==> src/rtl/core/single_wire_humidity_sensor_reader_assert.svh <==
// assertion macros for the single-wire humidity sensor reader
// expects clk and arst_n in the scope where a macro is used
`ifndef SINGLE_WIRE_HUMIDITY_SENSOR_READER_ASSERT_SVH
`define SINGLE_WIRE_HUMIDITY_SENSOR_READER_ASSERT_SVH

// same-cycle implication
`define SWHS_ASSERT_SAME(lbl, pre, post) \
	lbl: assert property (@(posedge clk) disable iff (!arst_n) (pre) |-> (post)) \
		else $error("swhs same-cycle check failed");

// next-cycle implication
`define SWHS_ASSERT_NEXT(lbl, pre, post) \
	lbl: assert property (@(posedge clk) disable iff (!arst_n) (pre) |=> (post)) \
		else $error("swhs next-cycle check failed");

`endif

==> src/rtl/core/swhs_pkg.sv <==
// shared types and constants for the single-wire humidity sensor reader
// no dependencies
package swhs_pkg;

	localparam int unsigned FRAME_BITS_DEF = 40;
	localparam int unsigned FRAME_MAX      = 64;
	localparam int unsigned CNT_W          = 16;
	localparam int unsigned CFG_W          = 16;
	localparam int unsigned IDX_W          = 3;
	localparam int unsigned QUEUE_DEPTH    = 2;

	localparam logic [15:0] REQUEST_LOW_RST   = 16'd10000;
	localparam logic [7:0]  RELEASE_WAIT_RST  = 8'd40;
	localparam logic [15:0] BUSY_TIMEOUT_RST  = 16'd1000;
	localparam logic [15:0] PULSE_TIMEOUT_RST = 16'd1000;
	localparam logic [7:0]  ONE_THRESHOLD_RST = 8'd50;

	localparam logic [IDX_W-1:0] REG_REQUEST_LOW   = 3'd0;
	localparam logic [IDX_W-1:0] REG_RELEASE_WAIT  = 3'd1;
	localparam logic [IDX_W-1:0] REG_BUSY_TIMEOUT  = 3'd2;
	localparam logic [IDX_W-1:0] REG_PULSE_TIMEOUT = 3'd3;
	localparam logic [IDX_W-1:0] REG_ONE_THRESHOLD = 3'd4;

	localparam logic KIND_TICK  = 1'b0;
	localparam logic KIND_START = 1'b1;

	typedef enum logic [2:0] {
		PH_IDLE,
		PH_BUSYWAIT,
		PH_REQUEST,
		PH_RELEASE,
		PH_ACKLOW,
		PH_ACKHIGH,
		PH_DATALOW,
		PH_DATAHIGH
	} phase_t;

	typedef enum logic [1:0] {
		OP_TICK_LOW,
		OP_TICK_HIGH,
		OP_START
	} op_t;

	typedef enum logic [2:0] {
		ERR_OK          = 3'd0,
		ERR_BUSY_LINE   = 3'd1,
		ERR_NO_ACK      = 3'd2,
		ERR_CHECKSUM    = 3'd3,
		ERR_BIT_TIMEOUT = 3'd4
	} err_t;

	typedef struct packed {
		logic [15:0] request_low;
		logic [7:0]  release_wait;
		logic [15:0] busy_timeout;
		logic [15:0] pulse_timeout;
		logic [7:0]  one_threshold;
	} cfg_t;

	typedef struct packed {
		logic valid;
		op_t  op;
	} qhead_t;

	typedef struct packed {
		logic        drive_low;
		logic        busy_res;
		logic        done_res;
		err_t        error_code;
		logic [15:0] humidity_tenths;
		logic [15:0] temp_tenths;
	} result_t;

endpackage

==> src/rtl/core/swhs_in_if.sv <==
// input channel of the sensor reader: tick or start items
// no dependencies
interface swhs_in_if;
	logic valid;
	logic ready;
	logic kind;
	logic pin_level;

	modport source (output valid, kind, pin_level, input ready);
	modport sink (input valid, kind, pin_level, output ready);
endinterface

==> src/rtl/core/swhs_out_if.sv <==
// result channel of the sensor reader
// no dependencies
interface swhs_out_if;
	logic        valid;
	logic        ready;
	logic        drive_low;
	logic        busy_res;
	logic        done_res;
	logic [2:0]  error_code;
	logic [15:0] humidity_tenths;
	logic [15:0] temp_tenths;

	modport source (output valid, drive_low, busy_res, done_res, error_code,
		humidity_tenths, temp_tenths, input ready);
	modport sink (input valid, drive_low, busy_res, done_res, error_code,
		humidity_tenths, temp_tenths, output ready);
endinterface

==> src/rtl/core/swhs_front.sv <==
// front end: accepts items, decodes them into ops and queues them
// depends on swhs_pkg and swhs_in_if
module swhs_front import swhs_pkg::*; (
	input  logic      clk,
	input  logic      arst_n,
	swhs_in_if.sink   in_ch,
	input  logic      pop,
	output qhead_t    head
);
	localparam int unsigned PtrW = (QUEUE_DEPTH > 1) ? $clog2(QUEUE_DEPTH) : 1;
	localparam int unsigned CntW = $clog2(QUEUE_DEPTH + 1);
	localparam logic [PtrW-1:0] PtrLast = PtrW'(QUEUE_DEPTH - 1);

	op_t             slot_q [QUEUE_DEPTH];
	logic [PtrW-1:0] wr_ptr_q;
	logic [PtrW-1:0] rd_ptr_q;
	logic [CntW-1:0] fill_q;
	op_t             op_in;
	logic            push;
	logic            pop_ok;

	always_comb begin
		if (in_ch.kind == KIND_START) begin
			op_in = OP_START;
		end else if (in_ch.pin_level) begin
			op_in = OP_TICK_HIGH;
		end else begin
			op_in = OP_TICK_LOW;
		end
	end

	assign in_ch.ready = (fill_q != CntW'(QUEUE_DEPTH));
	assign push        = in_ch.valid && in_ch.ready;
	assign pop_ok      = pop && head.valid;
	assign head.valid  = (fill_q != '0);
	assign head.op     = slot_q[rd_ptr_q];

	always_ff @(posedge clk) begin
		if (push) begin
			slot_q[wr_ptr_q] <= op_in;
		end
	end

	always_ff @(posedge clk or negedge arst_n) begin
		if (!arst_n) begin
			wr_ptr_q <= '0;
			rd_ptr_q <= '0;
			fill_q   <= '0;
		end else begin
			if (push) begin
				wr_ptr_q <= (wr_ptr_q == PtrLast) ? '0 : wr_ptr_q + 1'b1;
			end
			if (pop_ok) begin
				rd_ptr_q <= (rd_ptr_q == PtrLast) ? '0 : rd_ptr_q + 1'b1;
			end
			case ({push, pop_ok})
				2'b10:   fill_q <= fill_q + 1'b1;
				2'b01:   fill_q <= fill_q - 1'b1;
				default: fill_q <= fill_q;
			endcase
		end
	end
endmodule

==> src/rtl/core/swhs_back.sv <==
// back end: transaction state machine, pulse timing, frame check, result register
// depends on swhs_pkg and swhs_out_if
module swhs_back import swhs_pkg::*; #(
	parameter int unsigned FRAME_BITS = FRAME_BITS_DEF
) (
	input  logic       clk,
	input  logic       arst_n,
	input  cfg_t       cfg,
	input  qhead_t     head,
	output logic       pop,
	swhs_out_if.source out_ch
);
	localparam int unsigned BitsW  = $clog2(FRAME_BITS + 1);
	localparam int unsigned NBytes = FRAME_BITS / 8;

	phase_t                ph_q, ph_d;
	logic [CNT_W-1:0]      cnt_q, cnt_d, cnt_inc;
	logic [BitsW-1:0]      bits_q, bits_d, bits_inc;
	logic [FRAME_BITS-1:0] frame_q, frame_d, frame_sh;
	logic [FRAME_MAX-1:0]  frame_ext;
	logic [7:0]            sum;
	logic                  bit_val;
	logic                  done;
	err_t                  err;
	logic [15:0]           hum;
	logic [15:0]           tmp;
	logic                  out_valid_q;
	result_t               res_q;

	assign pop = head.valid && (!out_valid_q || out_ch.ready);

	assign cnt_inc   = cnt_q + 1'b1;
	assign bits_inc  = bits_q + 1'b1;
	assign bit_val   = (cnt_q > {8'd0, cfg.one_threshold});
	assign frame_sh  = {frame_q[FRAME_BITS-2:0], bit_val};
	assign frame_ext = FRAME_MAX'(frame_sh);

	always_comb begin
		sum = '0;
		for (int k = 1; k < NBytes; k++) begin
			sum = sum + frame_ext[8*k +: 8];
		end
	end

	always_comb begin
		ph_d    = ph_q;
		cnt_d   = cnt_q;
		bits_d  = bits_q;
		frame_d = frame_q;
		done    = 1'b0;
		err     = ERR_OK;
		hum     = '0;
		tmp     = '0;
		if (head.op == OP_START) begin
			if (ph_q == PH_IDLE) begin
				ph_d    = PH_BUSYWAIT;
				cnt_d   = '0;
				bits_d  = '0;
				frame_d = '0;
			end
		end else begin
			case (ph_q)
				PH_BUSYWAIT: begin
					if (head.op == OP_TICK_HIGH) begin
						ph_d  = PH_REQUEST;
						cnt_d = '0;
					end else if (cnt_q >= cfg.busy_timeout) begin
						done = 1'b1;
						err  = ERR_BUSY_LINE;
					end else begin
						cnt_d = cnt_inc;
					end
				end
				PH_REQUEST: begin
					if (cnt_inc >= cfg.request_low) begin
						ph_d  = PH_RELEASE;
						cnt_d = '0;
					end else begin
						cnt_d = cnt_inc;
					end
				end
				PH_RELEASE: begin
					if (cnt_inc >= {8'd0, cfg.release_wait}) begin
						ph_d  = PH_ACKLOW;
						cnt_d = '0;
					end else begin
						cnt_d = cnt_inc;
					end
				end
				PH_ACKLOW: begin
					if (head.op == OP_TICK_HIGH) begin
						ph_d  = PH_ACKHIGH;
						cnt_d = CNT_W'(1);
					end else if (cnt_q >= cfg.pulse_timeout) begin
						done = 1'b1;
						err  = ERR_NO_ACK;
					end else begin
						cnt_d = cnt_inc;
					end
				end
				PH_ACKHIGH: begin
					if (head.op == OP_TICK_LOW) begin
						ph_d  = PH_DATALOW;
						cnt_d = CNT_W'(1);
					end else if (cnt_q >= cfg.pulse_timeout) begin
						done = 1'b1;
						err  = ERR_NO_ACK;
					end else begin
						cnt_d = cnt_inc;
					end
				end
				PH_DATALOW: begin
					if (head.op == OP_TICK_HIGH) begin
						ph_d  = PH_DATAHIGH;
						cnt_d = CNT_W'(1);
					end else if (cnt_q >= cfg.pulse_timeout) begin
						done = 1'b1;
						err  = ERR_BIT_TIMEOUT;
					end else begin
						cnt_d = cnt_inc;
					end
				end
				PH_DATAHIGH: begin
					if (head.op == OP_TICK_LOW) begin
						frame_d = frame_sh;
						bits_d  = bits_inc;
						if (bits_inc >= BitsW'(FRAME_BITS)) begin
							done = 1'b1;
							if (sum != frame_ext[7:0]) begin
								err = ERR_CHECKSUM;
							end else begin
								hum = frame_ext[39:24];
								tmp = frame_ext[23:8];
							end
						end else begin
							ph_d  = PH_DATALOW;
							cnt_d = CNT_W'(1);
						end
					end else if (cnt_q >= cfg.pulse_timeout) begin
						done = 1'b1;
						err  = ERR_BIT_TIMEOUT;
					end else begin
						cnt_d = cnt_inc;
					end
				end
				default: begin
					ph_d = ph_q;
				end
			endcase
		end
		// any transaction end returns to idle with a cleared counter
		if (done) begin
			ph_d  = PH_IDLE;
			cnt_d = '0;
		end
	end

	always_ff @(posedge clk or negedge arst_n) begin
		if (!arst_n) begin
			ph_q        <= PH_IDLE;
			cnt_q       <= '0;
			bits_q      <= '0;
			frame_q     <= '0;
			out_valid_q <= 1'b0;
		end else begin
			if (pop) begin
				ph_q        <= ph_d;
				cnt_q       <= cnt_d;
				bits_q      <= bits_d;
				frame_q     <= frame_d;
				out_valid_q <= 1'b1;
			end else if (out_ch.ready) begin
				out_valid_q <= 1'b0;
			end
		end
	end

	always_ff @(posedge clk) begin
		if (pop) begin
			res_q.drive_low       <= (ph_d == PH_REQUEST);
			res_q.busy_res        <= (ph_d != PH_IDLE);
			res_q.done_res        <= done;
			res_q.error_code      <= err;
			res_q.humidity_tenths <= hum;
			res_q.temp_tenths     <= tmp;
		end
	end

	assign out_ch.valid           = out_valid_q;
	assign out_ch.drive_low       = res_q.drive_low;
	assign out_ch.busy_res        = res_q.busy_res;
	assign out_ch.done_res        = res_q.done_res;
	assign out_ch.error_code      = res_q.error_code;
	assign out_ch.humidity_tenths = res_q.humidity_tenths;
	assign out_ch.temp_tenths     = res_q.temp_tenths;
endmodule

==> src/rtl/core/single_wire_humidity_sensor_reader.sv <==
// single-wire humidity / temperature sensor reader, master side
// in_ch carries one item per microsecond: a tick with the sampled line level,
// or a start request. out_ch returns exactly one result per item: the line
// drive, busy flag, and on the item that ends a read the done flag, error code
// and the raw humidity and temperature words in tenths.
// the cfg write port sets request, release, timeout and threshold times;
// write only while no items are in flight.
// path from accept to result: the decode queue, then the state machine into the
// result register. one item per cycle while the receiver takes results, as the
// back end updates its state on every item that it pops from the queue.
// a 2-entry queue decouples the decoder from the state machine, so input is
// still taken while a result waits; when the receiver stalls, the result
// register holds, the queue fills and in_ch.ready drops after two more items.
// reset: idle phase, counters and frame cleared, registers at their defaults,
// queue and result register empty.
// depends on swhs_pkg, swhs_in_if, swhs_out_if, swhs_front, swhs_back and the assert header
`include "single_wire_humidity_sensor_reader_assert.svh"

module single_wire_humidity_sensor_reader import swhs_pkg::*; #(
	parameter int unsigned FRAME_BITS = FRAME_BITS_DEF
) (
	input  logic             clk,
	input  logic             arst_n,
	swhs_in_if.sink          in_ch,
	swhs_out_if.source       out_ch,
	input  logic             cfg_wr_en,
	input  logic [IDX_W-1:0] cfg_index,
	input  logic [CFG_W-1:0] cfg_wdata
);
	cfg_t   cfg_q;
	qhead_t q_head;
	logic   q_pop;

	always_ff @(posedge clk or negedge arst_n) begin
		if (!arst_n) begin
			cfg_q.request_low   <= REQUEST_LOW_RST;
			cfg_q.release_wait  <= RELEASE_WAIT_RST;
			cfg_q.busy_timeout  <= BUSY_TIMEOUT_RST;
			cfg_q.pulse_timeout <= PULSE_TIMEOUT_RST;
			cfg_q.one_threshold <= ONE_THRESHOLD_RST;
		end else if (cfg_wr_en) begin
			case (cfg_index)
				REG_REQUEST_LOW:   cfg_q.request_low   <= cfg_wdata;
				REG_RELEASE_WAIT:  cfg_q.release_wait  <= cfg_wdata[7:0];
				REG_BUSY_TIMEOUT:  cfg_q.busy_timeout  <= cfg_wdata;
				REG_PULSE_TIMEOUT: cfg_q.pulse_timeout <= cfg_wdata;
				REG_ONE_THRESHOLD: cfg_q.one_threshold <= cfg_wdata[7:0];
				default:           cfg_q <= cfg_q;
			endcase
		end
	end

	swhs_front u_front (
		.clk    (clk),
		.arst_n (arst_n),
		.in_ch  (in_ch),
		.pop    (q_pop),
		.head   (q_head)
	);

	swhs_back #(
		.FRAME_BITS (FRAME_BITS)
	) u_back (
		.clk    (clk),
		.arst_n (arst_n),
		.cfg    (cfg_q),
		.head   (q_head),
		.pop    (q_pop),
		.out_ch (out_ch)
	);

	`SWHS_ASSERT_SAME(a_done_ends_busy, out_ch.valid && out_ch.done_res, !out_ch.busy_res && !out_ch.drive_low)
	`SWHS_ASSERT_SAME(a_err_only_when_done, out_ch.valid && !out_ch.done_res, out_ch.error_code == ERR_OK)
	`SWHS_ASSERT_SAME(a_drive_implies_busy, out_ch.valid && out_ch.drive_low, out_ch.busy_res)
	`SWHS_ASSERT_NEXT(a_accept_fills_queue, in_ch.valid && in_ch.ready, q_head.valid)
endmodule
==> src/flat_wrapper.sv <==
// flat-port wrapper written by rule: the top's interface ports become plain ports
module single_wire_humidity_sensor_reader_flat import swhs_pkg::*;
#(
	parameter int unsigned FRAME_BITS = FRAME_BITS_DEF
)
  (clk, arst_n, cfg_wr_en, cfg_index, cfg_wdata, in_ch_valid, in_ch_kind, in_ch_pin_level, in_ch_ready, out_ch_valid, out_ch_drive_low, out_ch_busy_res, out_ch_done_res, out_ch_error_code, out_ch_humidity_tenths, out_ch_temp_tenths, out_ch_ready);
  swhs_in_if in_ch_i ();
  swhs_out_if out_ch_i ();
  input  logic clk;
  input  logic arst_n;
  input  logic cfg_wr_en;
  input  logic [IDX_W-1:0] cfg_index;
  input  logic [CFG_W-1:0] cfg_wdata;
  input wire logic [$bits(in_ch_i.valid)-1:0] in_ch_valid;
  input wire logic [$bits(in_ch_i.kind)-1:0] in_ch_kind;
  input wire logic [$bits(in_ch_i.pin_level)-1:0] in_ch_pin_level;
  output wire logic [$bits(in_ch_i.ready)-1:0] in_ch_ready;
  output wire logic [$bits(out_ch_i.valid)-1:0] out_ch_valid;
  output wire logic [$bits(out_ch_i.drive_low)-1:0] out_ch_drive_low;
  output wire logic [$bits(out_ch_i.busy_res)-1:0] out_ch_busy_res;
  output wire logic [$bits(out_ch_i.done_res)-1:0] out_ch_done_res;
  output wire logic [$bits(out_ch_i.error_code)-1:0] out_ch_error_code;
  output wire logic [$bits(out_ch_i.humidity_tenths)-1:0] out_ch_humidity_tenths;
  output wire logic [$bits(out_ch_i.temp_tenths)-1:0] out_ch_temp_tenths;
  input wire logic [$bits(out_ch_i.ready)-1:0] out_ch_ready;
  assign in_ch_i.valid = in_ch_valid;
  assign in_ch_i.kind = in_ch_kind;
  assign in_ch_i.pin_level = in_ch_pin_level;
  assign in_ch_ready = in_ch_i.ready;
  assign out_ch_valid = out_ch_i.valid;
  assign out_ch_drive_low = out_ch_i.drive_low;
  assign out_ch_busy_res = out_ch_i.busy_res;
  assign out_ch_done_res = out_ch_i.done_res;
  assign out_ch_error_code = out_ch_i.error_code;
  assign out_ch_humidity_tenths = out_ch_i.humidity_tenths;
  assign out_ch_temp_tenths = out_ch_i.temp_tenths;
  assign out_ch_i.ready = out_ch_ready;
  single_wire_humidity_sensor_reader #(.FRAME_BITS(FRAME_BITS)) u_core (.clk(clk), .arst_n(arst_n), .in_ch(in_ch_i), .out_ch(out_ch_i), .cfg_wr_en(cfg_wr_en), .cfg_index(cfg_index), .cfg_wdata(cfg_wdata));
endmodule
==> config.mk <==
export PLATFORM = sky130hd
export DESIGN_NAME = single_wire_humidity_sensor_reader_flat
export DESIGN_NICKNAME = d
export VERILOG_FILES = /design/src/rtl/core/swhs_pkg.sv /design/src/rtl/core/swhs_in_if.sv /design/src/rtl/core/swhs_out_if.sv /design/src/rtl/core/swhs_front.sv /design/src/rtl/core/swhs_back.sv /design/src/rtl/core/single_wire_humidity_sensor_reader.sv /design/src/flat_wrapper.sv
export VERILOG_INCLUDE_DIRS = /design/src /design/src/rtl/core
export SDC_FILE = /design/constraint.sdc
export NUM_CORES = 1
export LEC_CHECK = 0
export BUFFER_PORTS_ARGS = -buffer_cell sky130_fd_sc_hd__buf_2
export CAP_MARGIN = 20
export CORE_ASPECT_RATIO = 0.75
export CORE_MARGIN = 10
export CORE_UTILIZATION = 60
export DETAILED_ROUTE_END_ITERATION = 8
export GPL_TIMING_DRIVEN = 1
export PLACE_DENSITY = 0.8
export SLEW_MARGIN = 20
export SYNTH_ARGS = -nofsm -noshare
export SYNTH_HDL_FRONTEND = slang
export SYNTH_HIERARCHICAL = 1
export SYNTH_SLANG_ARGS = --single-unit
==> constraint.sdc <==
create_clock -name clk -period 4.95 [get_ports clk]
set_clock_uncertainty 0.05 [all_clocks]
set_input_delay 0.7425 -clock clk [delete_from_list [all_inputs] [get_ports clk]]
set_output_delay 0.7425 -clock clk [all_outputs]
set_load 0.1 [all_outputs]
==> results.sh, run 1 <==
export IMPL_slew_limit_headroom_pct=36.8
export IMPL_synth_cell_types=65
export IMPL_cts_tree="yes"
export IMPL_numPortBuffers=65
export IMPL_yosys_area_top_type="dfrtp_1"
export IMPL_r2r_cells=15
export IMPL_dpl_hpwl_mm=16.0
export IMPL_rsz0062_at_grt="false"
export IMPL_tns_ns=0
export IMPL_die_y_um=131
export IMPL_syn_inst=930
export IMPL_layout_drive_gt1_share_pct=21.5
export IMPL_die_w_um=168
export IMPL_cts_buffers=17
export IMPL_vias=7122
export IMPL_ir_drop_v=0.000417
export IMPL_synth_edf_count=42
export IMPL_clock_root_buffer="clkbuf_16"
export IMPL_hold_violations=0
export IMPL_synth_top_cell_area_share_pct=28.1
export IMPL_die_area_um2=22100
export IMPL_post_cts_resized=0
export IMPL_postCtsSetupRepairBufs=0
export IMPL_hold_buffers=0
export IMPL_grt_overflow=0
export IMPL_syn_to_final_growth_pct=10.8
export IMPL_fillers=1247
export IMPL_ys_async_sr_fraction_pct=76.0
export IMPL_slew_violations=0
export IMPL_synth_seq_area_share_pct=46.7
export IMPL_ant_nets=0
export IMPL_hold_class="in -> async"
export IMPL_gp_congestion=0.893
export IMPL_dp_cells=1177
export IMPL_fp_row_count=40
export IMPL_multiInputGateArea_um2=4780
export IMPL_synth_avg_cell_area_um2=10.6
export IMPL_start_util_pct=61.4
export IMPL_grt_max_degree=96
export IMPL_stdcell_count=1209
export IMPL_ys_flop_type="dfrtp_1"
export IMPL_syn_nets=1043
export IMPL_path_max_fanout=17
export IMPL_drt_initial_drc_count=731
export IMPL_grt_first_pass_wirelength_mm=37.2
export IMPL_clockBufferDepth=2
export IMPL_worstMarginPinSlew_ns=0.947
export IMPL_end_kind="flop"
export IMPL_ys_seq_elements=175
export IMPL_yosys_warnings=6
export IMPL_maxCapViolCount=0
export IMPL_area_sequential_um2=4620
export IMPL_dr_pass1_iters=6
export IMPL_status="complete, no violations"
export IMPL_antenna_found_initial=0
export IMPL_synth_common_cells="111 x dfrtp_1, 102 x nand2_1, 85 x inv_1"
export IMPL_setup_slack_ns=0.716
export IMPL_yosysMostFrequentCell="dfrtp_1"
export IMPL_timing_hold_ws_ns=0.321
export IMPL_antenna_cells=0
export IMPL_drc=0
export IMPL_cp_start_kind="flop"
export IMPL_setup_viol=0
export IMPL_crit_required_ns=5.20
export IMPL_critPathKind="reg -> reg"
export IMPL_cts_htree_levels=4
export IMPL_fin_crit_sh_pct=85.5
export IMPL_synth_area_top_cells="dfrtp_1 28%, edfxtp_1 13%, ha_1 9.2%"
export IMPL_crit_arrival_ns=4.48
export IMPL_insertion_delay_ns=0.43
export IMPL_netlist_area_um2=9900
export IMPL_finalCriticalPeriod_ns=4.23
export IMPL_viasPerCell=5.89
export IMPL_dpl_worst_slack_ns=0.776
export IMPL_core_area_um2=16100
export IMPL_power_total_w=0.00531
export IMPL_wire_per_inst_um=18.4
export IMPL_clk_pin_slew_ns=0.07
export IMPL_first_global_vias=7087
export IMPL_powerDensity_nw_per_um2=484
export IMPL_grtUsageTotal_pct=20.4
export IMPL_fmax_mhz=236
export IMPL_io_pins=66
export IMPL_cts_sinks=175
export IMPL_nets=1099
export IMPL_p_leak_nw=5.03
export IMPL_wl_mm=22.3
power by group:
group	total [W]	internal [W]	switching, W
combinational	0.00201	0.000524	0.00149
clock	0.00130	0.000670	0.000628
sequential	0.00200	0.00181	0.000189
sequential cells by signal, summed over array words and instances, names as in the netlist:
register	flops
u_core/u_back/cnt_q	16
u_core/u_back/out_ch.done_res	1
u_core/u_back/out_ch.drive_low	1
u_core/u_front/slot_q	4
u_core/u_back/out_ch.valid	1
u_core/u_back/ph_q	3
u_core/u_front/wr_ptr_q	1
u_core/u_front/fill_q	2
u_core/u_front/rd_ptr_q	1
u_core/cfg_q	64
u_core/u_back/out_ch.busy_res	1
u_core/u_back/out_ch.humidity_tenths	16
u_core/u_back/frame_q	39
u_core/u_back/out_ch.error_code	3
u_core/u_back/bits_q	6
u_core/u_back/out_ch.temp_tenths	16
logic make-up after synthesis:
| kind of cell | Yosys count | synth area share, % |
|---|---|---|
| flops | 175 | 46.7 |
| fa+ha+maj | 87 | 12.1 |
| xor+xnor | 38 | 3.50 |
| buf+inv | 125 | 5.22 |
| compound gates | 179 | 11.3 |
| mux | 69 | 7.83 |
| simple gates | 257 | 13.5 |
placed cells by master, fill, tap and decap left out, drive strengths merged, types with 4 or more instances in the layout:
cell and instances:
a21oi 41, o2111ai 5, clkinv 4, and3 4
o21a 5, nor2b 10, nand3 14, o31ai 9
nand4 13, mux2 67, or3 6, inv 95
nor4 14, dfrtp 111, and2 27, clkbuf 17
fa 14, xor2 16, nor2 28, nand2b 8
and4 5, edfxtp 42, a31oi 11, o21ai 63
a211oi 7, buf 76, a211o 4, nor3 12
nand2 102, dfstp 22, ha 73, o22ai 4
or2 4, xnor2 21, a21o 9
critical path, cell delays in order, from the launching register on:
cell      delay, ns
dfrtp_1        0.42
fa_1           0.51
fa_1           0.52
ha_1           0.17
inv_1          0.06
fa_1           0.37
inv_1          0.10
a21oi_1        0.07
o21bai_1       0.19
a21o_1         0.16
a21oi_1        0.08
xnor2_1        0.18
nand4_1        0.39
nor3_1         0.41
buf_4          0.25
and2_1         0.16
worst paths after layout:
check / startpoint / to / slack, ns
worst max-delay path: u_core/u_back/frame_q[8] / u_core/u_back/out_ch.humidity_tenths[11] / 0.72
worst min-delay path: arst_n / u_core/cfg_q[35] / 0.32
worst max register to register: u_core/u_back/frame_q[8] / u_core/u_back/out_ch.humidity_tenths[11] / 0.72
worst min register to register: u_core/u_back/frame_q[12] / u_core/u_back/frame_q[12] / 0.43
max in group asynchronous: arst_n / u_core/cfg_q[36] / 3.48
min in group clk: u_core/u_back/frame_q[12] / u_core/u_back/frame_q[12] / 0.43
stage by stage:
step | util [%] | instance area (um2)
6_report | 68.0 | 11000
5_1_grt | 68.0 | 11000
4_1_cts | 68.0 | 11000
3_5_place_dp | 64.5 | 10400
3_3_place_gp | 64.5 | 10400
2_1_floorplan | - | 9900
metal layers:
layer,up-vias,GRT usage (%),share of wire (%)
met3,19,5.27,7.3
met2,233,28.7,42
met5,-,0,0
met4,0,4.73,1.1
li1,3406,-,-
met1,3464,30.6,49
area by class of cell:
type / count / share of cell area [%]
Clock buffer: 17 / 3.88
Multi-Input combinational cell: 630 / 43.6
Sequential cell: 175 / 42.1
Tap cell: 210 / 2.40
Inverter: 86 / 2.94
Timing Repair Buffer: 76 / 3.78
Clock inverter: 15 / 1.29
Note: power is estimated with default switching activity, not from simulation.
==> run 2, diff against run 1 <==
--- a/config.mk
+++ b/config.mk
@@ -17,5 +17,4 @@
 export SLEW_MARGIN = 20
 export SYNTH_ARGS = -nofsm -noshare
 export SYNTH_HDL_FRONTEND = slang
-export SYNTH_HIERARCHICAL = 1
 export SYNTH_SLANG_ARGS = --single-unit
==> results.sh, run 2 <==
export IMPL_synth_seq_area_share_pct=48.6
export IMPL_largest_reg_flops=64
export IMPL_maxCapViolCount=0
export IMPL_crit_required_ns=5.08
export IMPL_die_area_um2=21300
export IMPL_tns_ns=0
export IMPL_grt_first_pass_wirelength_mm=35.6
export IMPL_dr_pass1_iters=5
export IMPL_first_global_vias=6888
export IMPL_core_area_um2=15400
export IMPL_grt_max_degree=78
export IMPL_yosys_warnings=0
export IMPL_worstMarginPinSlew_ns=0.915
export IMPL_wl_mm=21.5
export IMPL_syn_to_final_growth_pct=12.2
export IMPL_syn_inst=914
export IMPL_insertion_delay_ns=0.45
export IMPL_clk_pin_slew_ns=0.07
export IMPL_setup_slack_ns=0.710
export IMPL_ys_seq_elements=175
export IMPL_slowest_stage="dfrtp_1"
export IMPL_fin_crit_sh_pct=85.6
export IMPL_yosysMostFrequentCell="dfrtp_1"
export IMPL_synth_area_top_cells="dfrtp_1 29%, edfxtp_1 13%, ha_1 9.6%"
export IMPL_syn_nets=1027
export IMPL_ir_drop_v=0.000462
export IMPL_drc=0
export IMPL_combPwrFrac_pct=35.3
export IMPL_fp_row_count=39
export IMPL_clock_root_buffer="clkbuf_16"
export IMPL_cts_tree="yes"
export IMPL_gp_congestion=0.912
export IMPL_setup_viol=0
export IMPL_ant_nets=0
export IMPL_viasPerCell=5.85
export IMPL_reg2reg_slack_ns=0.71
export IMPL_synth_edf_count=42
export IMPL_grt_overflow=0
export IMPL_dpl_worst_slack_ns=0.930
export IMPL_path_max_fanout=11
export IMPL_clockBufferDepth=2
export IMPL_cts_sinks=175
export IMPL_layout_commonest_cell="dfrtp_1"
export IMPL_wire_per_inst_um=18.0
export IMPL_numPortBuffers=65
export IMPL_status="complete, no violations"
export IMPL_slew_violations=0
export IMPL_path_cells="nand3_1 -> nor4_1 -> xor2_1 -> ha_1 -> a21oi_1 -> o21ai_0 -> or3_1 -> o22ai_1 -> nand2_1 -> nand3_1 -> nand4_1 -> o21ai_0 -> or3b_1"
export IMPL_drt_initial_drc_count=606
export IMPL_crit_arrival_ns=4.37
export IMPL_reg_top3="u_core.cfg_q (64), u_core.u_back.frame_q (39)"
export IMPL_fmax_mhz=236
export IMPL_netlist_area_um2=9500
export IMPL_io_pins=66
export IMPL_end_kind="flop"
export IMPL_ys_flop_type="dfrtp_1"
export IMPL_hold_buffers=0
export IMPL_cts_buffers=17
export IMPL_yosys_area_top_type="dfrtp_1"
export IMPL_cts_htree_levels=4
export IMPL_startpoint="u_core.u_back.cnt_q[4]"
export IMPL_postCtsSetupRepairBufs=0
export IMPL_top_register="u_core.cfg_q"
export IMPL_powerDensity_nw_per_um2=483
export IMPL_fillers=1109
export IMPL_r2r_cells=13
export IMPL_vias=6977
export IMPL_p_leak_nw=4.99
export IMPL_die_y_um=129
export IMPL_finalCriticalPeriod_ns=4.24
export IMPL_nets=1087
export IMPL_critPathKind="reg -> reg"
export IMPL_synth_common_cells="111 x dfrtp_1, 101 x nand2_1, 95 x inv_1"
export IMPL_sequentialPowerShare_pct=37.8
export IMPL_die_w_um=165
export IMPL_synth_top_cell_area_share_pct=29.3
export IMPL_crit_end="u_core.u_back.out_ch.busy_res"
export IMPL_antenna_found_initial=0
export IMPL_hold_class="in -> async"
export IMPL_ys_async_sr_fraction_pct=76.0
export IMPL_layout_drive_gt1_share_pct=16.2
export IMPL_rsz0062_at_grt="false"
export IMPL_hold_violations=0
export IMPL_p_sw_share_pct=42.7
export IMPL_r2r_end="u_core.u_back.out_ch.busy_res"
export IMPL_post_cts_resized=0
export IMPL_layout_common_cells="111 x dfrtp_1, 101 x nand2_1, 95 x inv_1"
export IMPL_grtUsageTotal_pct=20.9
export IMPL_critPathMaxStageDelay_ns=0.60
export IMPL_slew_limit_headroom_pct=38.8
export IMPL_synth_avg_cell_area_um2=10.4
export IMPL_pwr_share_clk_pct=26.9
export IMPL_r2r_start="u_core.u_back.cnt_q[4]"
export IMPL_p_switching_w=0.00219
export IMPL_start_util_pct=61.8
export IMPL_antenna_cells=0
export IMPL_intPower_w=0.00295
export IMPL_synth_cell_types=60
export IMPL_dpl_hpwl_mm=15.3
export IMPL_cp_start_kind="flop"
==> run 2: cell count changes in the layout (fill, tap and decap cells not counted), moves of 10 or more <==
| cell | previous run | this run |
|---|---|---|
| o21ai_0 | 53 | 82 |
| nor3_1 | 11 | 24 |
| inv_1 | 85 | 95 |
| mux2_2 | 67 | 23 |
| a21oi_1 | 41 | 31 |
| a22o_1 | 3 | 33 |
==> run 2: worst min-delay path by stage <==
| stage | start | to | slack (ns) | depth (start not counted) |
|---|---|---|---|---|
| after floorplan | arst_n | u_core.cfg_q[0] | 0.40 | 0 |
| after global placement | u_core.u_back.frame_q[36] | u_core.u_back.frame_q[36] | 0.41 | 2 |
| after detailed placement | u_core.u_back.frame_q[28] | u_core.u_back.frame_q[28] | 0.42 | 2 |
| after CTS | arst_n | u_core.cfg_q[42] | 0.31 | 1 |
| after global routing | arst_n | u_core.cfg_q[44] | 0.31 | 1 |
| final | arst_n | u_core.cfg_q[44] | 0.26 | 1 |
==> run 2: kinds of logic after synthesis <==
group | count (synthesis) | synth area share (%)
simple gates | 263 | 13.6
compound gates | 194 | 13.0
flops | 175 | 48.6
buf+inv | 127 | 5.15
fa+ha+maj | 87 | 12.6
xor+xnor | 42 | 4.02
mux | 26 | 3.04
==> run 2: through the flow <==
| step | hold WS, ns | instances | util, % | power, W | instance area (um2) |
|---|---|---|---|---|---|
| 4_1_cts | 0.314 | 1192 | 69.3 | 0.00515 | 10700 |
| 6_report | 0.260 | 1192 | 69.3 | 0.00514 | 10700 |
| 3_5_place_dp | 0.421 | 1160 | 65.3 | 0.00377 | 10000 |
| 3_3_place_gp | 0.414 | 1160 | 65.3 | 0.00373 | 10000 |
| 2_1_floorplan | 0.397 | 914 | - | 0.00339 | 9500 |
| 5_1_grt | 0.311 | 1192 | 69.3 | 0.00539 | 10700 |
==> run 2: layer usage <==
metal  track usage [%]  share of wire (%)
met5                 0                  0
met3              4.33                6.6
met1              31.2                 49
met2              29.7                 43
met4              6.81                1.6
==> run 2: final cells by class <==
class,count,area [um2],area share [%]
Clock buffer,17,425,3.99
Clock inverter,15,195,1.83
Inverter,95,357,3.35
Multi-Input combinational cell,612,4420,41.4
Sequential cell,175,4620,43.3
Tap cell,205,256,2.41
Timing Repair Buffer,73,392,3.67
==> run 2: critical path, delay by kind of cell, from the launching register on <==
family / cells / cell delay, ns
adders and majority gates: 1 / 0.33
xor gates and xnor gates: 1 / 0.30
AOI/OAI and AO/OA: 4 / 0.70
and+or+nand+nor: 7 / 2.02
DFF: 1 / 0.60
==> run 2: power groups by stage <==
stage          Combinational, W  Clock (W)  Sequential, W
2_1_floorplan          0.000762          0        0.00263
5_1_grt                 0.00196    0.00145        0.00198
6_report                0.00181    0.00138        0.00195
3_3_place_gp            0.00177          0        0.00196
3_5_place_dp            0.00180          0        0.00197
4_1_cts                 0.00182    0.00139        0.00195
==> run 3, diff against run 2 <==
--- a/config.mk
+++ b/config.mk
@@ -10,10 +10,10 @@
 export CAP_MARGIN = 20
 export CORE_ASPECT_RATIO = 0.75
 export CORE_MARGIN = 10
-export CORE_UTILIZATION = 60
+export CORE_UTILIZATION = 61
 export DETAILED_ROUTE_END_ITERATION = 8
 export GPL_TIMING_DRIVEN = 1
-export PLACE_DENSITY = 0.8
+export PLACE_DENSITY = 0.81
 export SLEW_MARGIN = 20
 export SYNTH_ARGS = -nofsm -noshare
 export SYNTH_HDL_FRONTEND = slang
==> results.sh, run 3 (synthesis results as in run 2) <==
export IMPL_crit_arrival_ns=4.37
export IMPL_dr_pass1_iters=5
export IMPL_io_pins=66
export IMPL_layout_common_cells="111 x dfrtp_1, 101 x nand2_1, 95 x inv_1"
export IMPL_timing_hold_ws_ns=0.388
export IMPL_clk_pin_slew_ns=0.07
export IMPL_grt_overflow=0
export IMPL_clockBufferDepth=2
export IMPL_power_total_w=0.00515
export IMPL_dp_cells=1159
export IMPL_die_area_um2=21000
export IMPL_top_register="u_core.cfg_q"
export IMPL_viasPerCell=5.84
export IMPL_slew_violations=0
export IMPL_grt_max_degree=102
export IMPL_cts_sinks=175
export IMPL_post_cts_resized=0
export IMPL_path_max_fanout=24
export IMPL_nets=1086
export IMPL_cts_buffers=17
export IMPL_finalCriticalPeriod_ns=4.12
export IMPL_ant_nets=0
export IMPL_crit_required_ns=5.20
export IMPL_largest_reg_flops=64
export IMPL_core_area_um2=15200
export IMPL_stdcell_count=1191
export IMPL_critPathKind="reg -> reg"
export IMPL_antenna_cells=0
export IMPL_dpl_hpwl_mm=14.8
export IMPL_end_kind="flop"
export IMPL_path_cells="fa_1 -> fa_1 -> ha_1 -> inv_1 -> fa_1 -> inv_1 -> a21oi_1 -> o21bai_1 -> xnor2_1 -> nand4_1 -> nor3_1 -> nand3_1 -> nor2_1 -> buf_4 -> and2_1"
export IMPL_maxCapViolCount=0
export IMPL_first_global_vias=6740
export IMPL_hold_violations=0
export IMPL_powerDensity_nw_per_um2=484
export IMPL_fillers=1135
export IMPL_cts_tree="yes"
export IMPL_cpMostUsedCell="fa_1"
export IMPL_hold_buffers=0
export IMPL_layout_commonest_cell="dfrtp_1"
export IMPL_vias=6959
export IMPL_status="complete, no violations"
export IMPL_clock_root_buffer="clkbuf_16"
export IMPL_postCtsSetupRepairBufs=0
export IMPL_start_util_pct=62.4
export IMPL_grtUsageTotal_pct=20.6
export IMPL_wire_per_inst_um=17.6
export IMPL_layout_drive_gt1_share_pct=16.1
export IMPL_fmax_mhz=242
export IMPL_reg_top3="u_core.cfg_q (64), u_core.u_back.frame_q (39)"
export IMPL_critPathMaxStageDelay_ns=0.53
export IMPL_syn_to_final_growth_pct=12.1
export IMPL_fin_crit_sh_pct=83.3
export IMPL_numPortBuffers=65
export IMPL_utilization_pct=69.9
export IMPL_drc=0
export IMPL_rsz0062_at_grt="false"
export IMPL_slowest_stage="fa_1"
export IMPL_insertion_delay_ns=0.43
export IMPL_die_w_um=164
export IMPL_cp_start_kind="flop"
export IMPL_ir_drop_v=0.000418
export IMPL_reg2reg_slack_ns=0.83
export IMPL_fp_row_count=39
export IMPL_antenna_found_initial=0
export IMPL_worstMarginPinSlew_ns=0.940
export IMPL_setup_viol=0
export IMPL_hold_class="in -> async"
export IMPL_gp_congestion=0.905
export IMPL_slew_limit_headroom_pct=37.2
export IMPL_p_leak_nw=4.98
export IMPL_grt_first_pass_wirelength_mm=34.8
export IMPL_cts_htree_levels=4
export IMPL_die_y_um=128
export IMPL_wl_mm=21.0
export IMPL_tns_ns=0
export IMPL_drt_initial_drc_count=639
run 3: cell types whose count changed in the layout (fill, tap and decap cells not counted), sizes merged:
| cell | before | now |
|---|---|---|
| buf | 73 | 72 |
| bufinv | 1 | 3 |
| clkbuf | 17 | 18 |
| clkinv | 5 | 2 |
| clkinvlp | 2 | 4 |
| inv | 102 | 100 |
run 3: path summary, 6_finish.rpt:
kind / from / end / cells after the start
worst max-delay path: u_core.u_back.frame_q[8] / u_core.u_back.out_ch.humidity_tenths[1] / 15
worst min-delay path: arst_n / u_core.cfg_q[28] / 1
worst max register to register: u_core.u_back.frame_q[8] / u_core.u_back.out_ch.humidity_tenths[1] / 15
worst min register to register: u_core.u_back.frame_q[36] / u_core.u_back.frame_q[36] / 2
max in group asynchronous: arst_n / u_core.u_back.frame_q[28] / 2
min in group clk: u_core.u_back.frame_q[36] / u_core.u_back.frame_q[36] / 2
run 3: where the power goes:
group	internal (W)	switching, W
clock network	0.000817	0.000585
logic	0.000427	0.00138
registers	0.00179	0.000152
run 3: area by class of cell:
| cell class | instances | area [um2] | share of cell area [%] |
|---|---|---|---|
| multi-input cells | 612 | 4420 | 41.5 |
| clock inverters | 14 | 180 | 1.69 |
| flip-flops and latches | 175 | 4620 | 43.4 |
| inverters | 95 | 357 | 3.35 |
| clock buffers | 18 | 439 | 4.12 |
| well taps | 205 | 256 | 2.41 |
| repair buffers | 72 | 384 | 3.61 |
run 3: metrics by stage:
stage / worst slack (ns) / area, um2
after floorplan: 0.342 / 9500
after global placement: 1.10 / 10000
after detailed placement: 0.919 / 10000
after CTS: 0.830 / 10600
after global routing: 0.585 / 10600
final: 0.825 / 10600
run 3: worst max-delay path, delay by kind of cell, from the launching register on:
kind | cells | cell delay [ns]
flops | 1 | 0.43
fa+ha+maj | 4 | 1.63
simple gates | 5 | 1.04
buf+inv | 3 | 0.40
compound gates | 2 | 0.28
xor+xnor | 1 | 0.17
run 3: layer usage:
metal	global-route usage (%)	routed length (um)	share of wire [%]	up-vias
met5	0	0	0	-
met4	5.51	214	1.0	0
met3	4.33	1280	6.1	18
met2	29.4	9290	44	235
met1	30.8	10200	49	3395
li1	-	-	-	3311
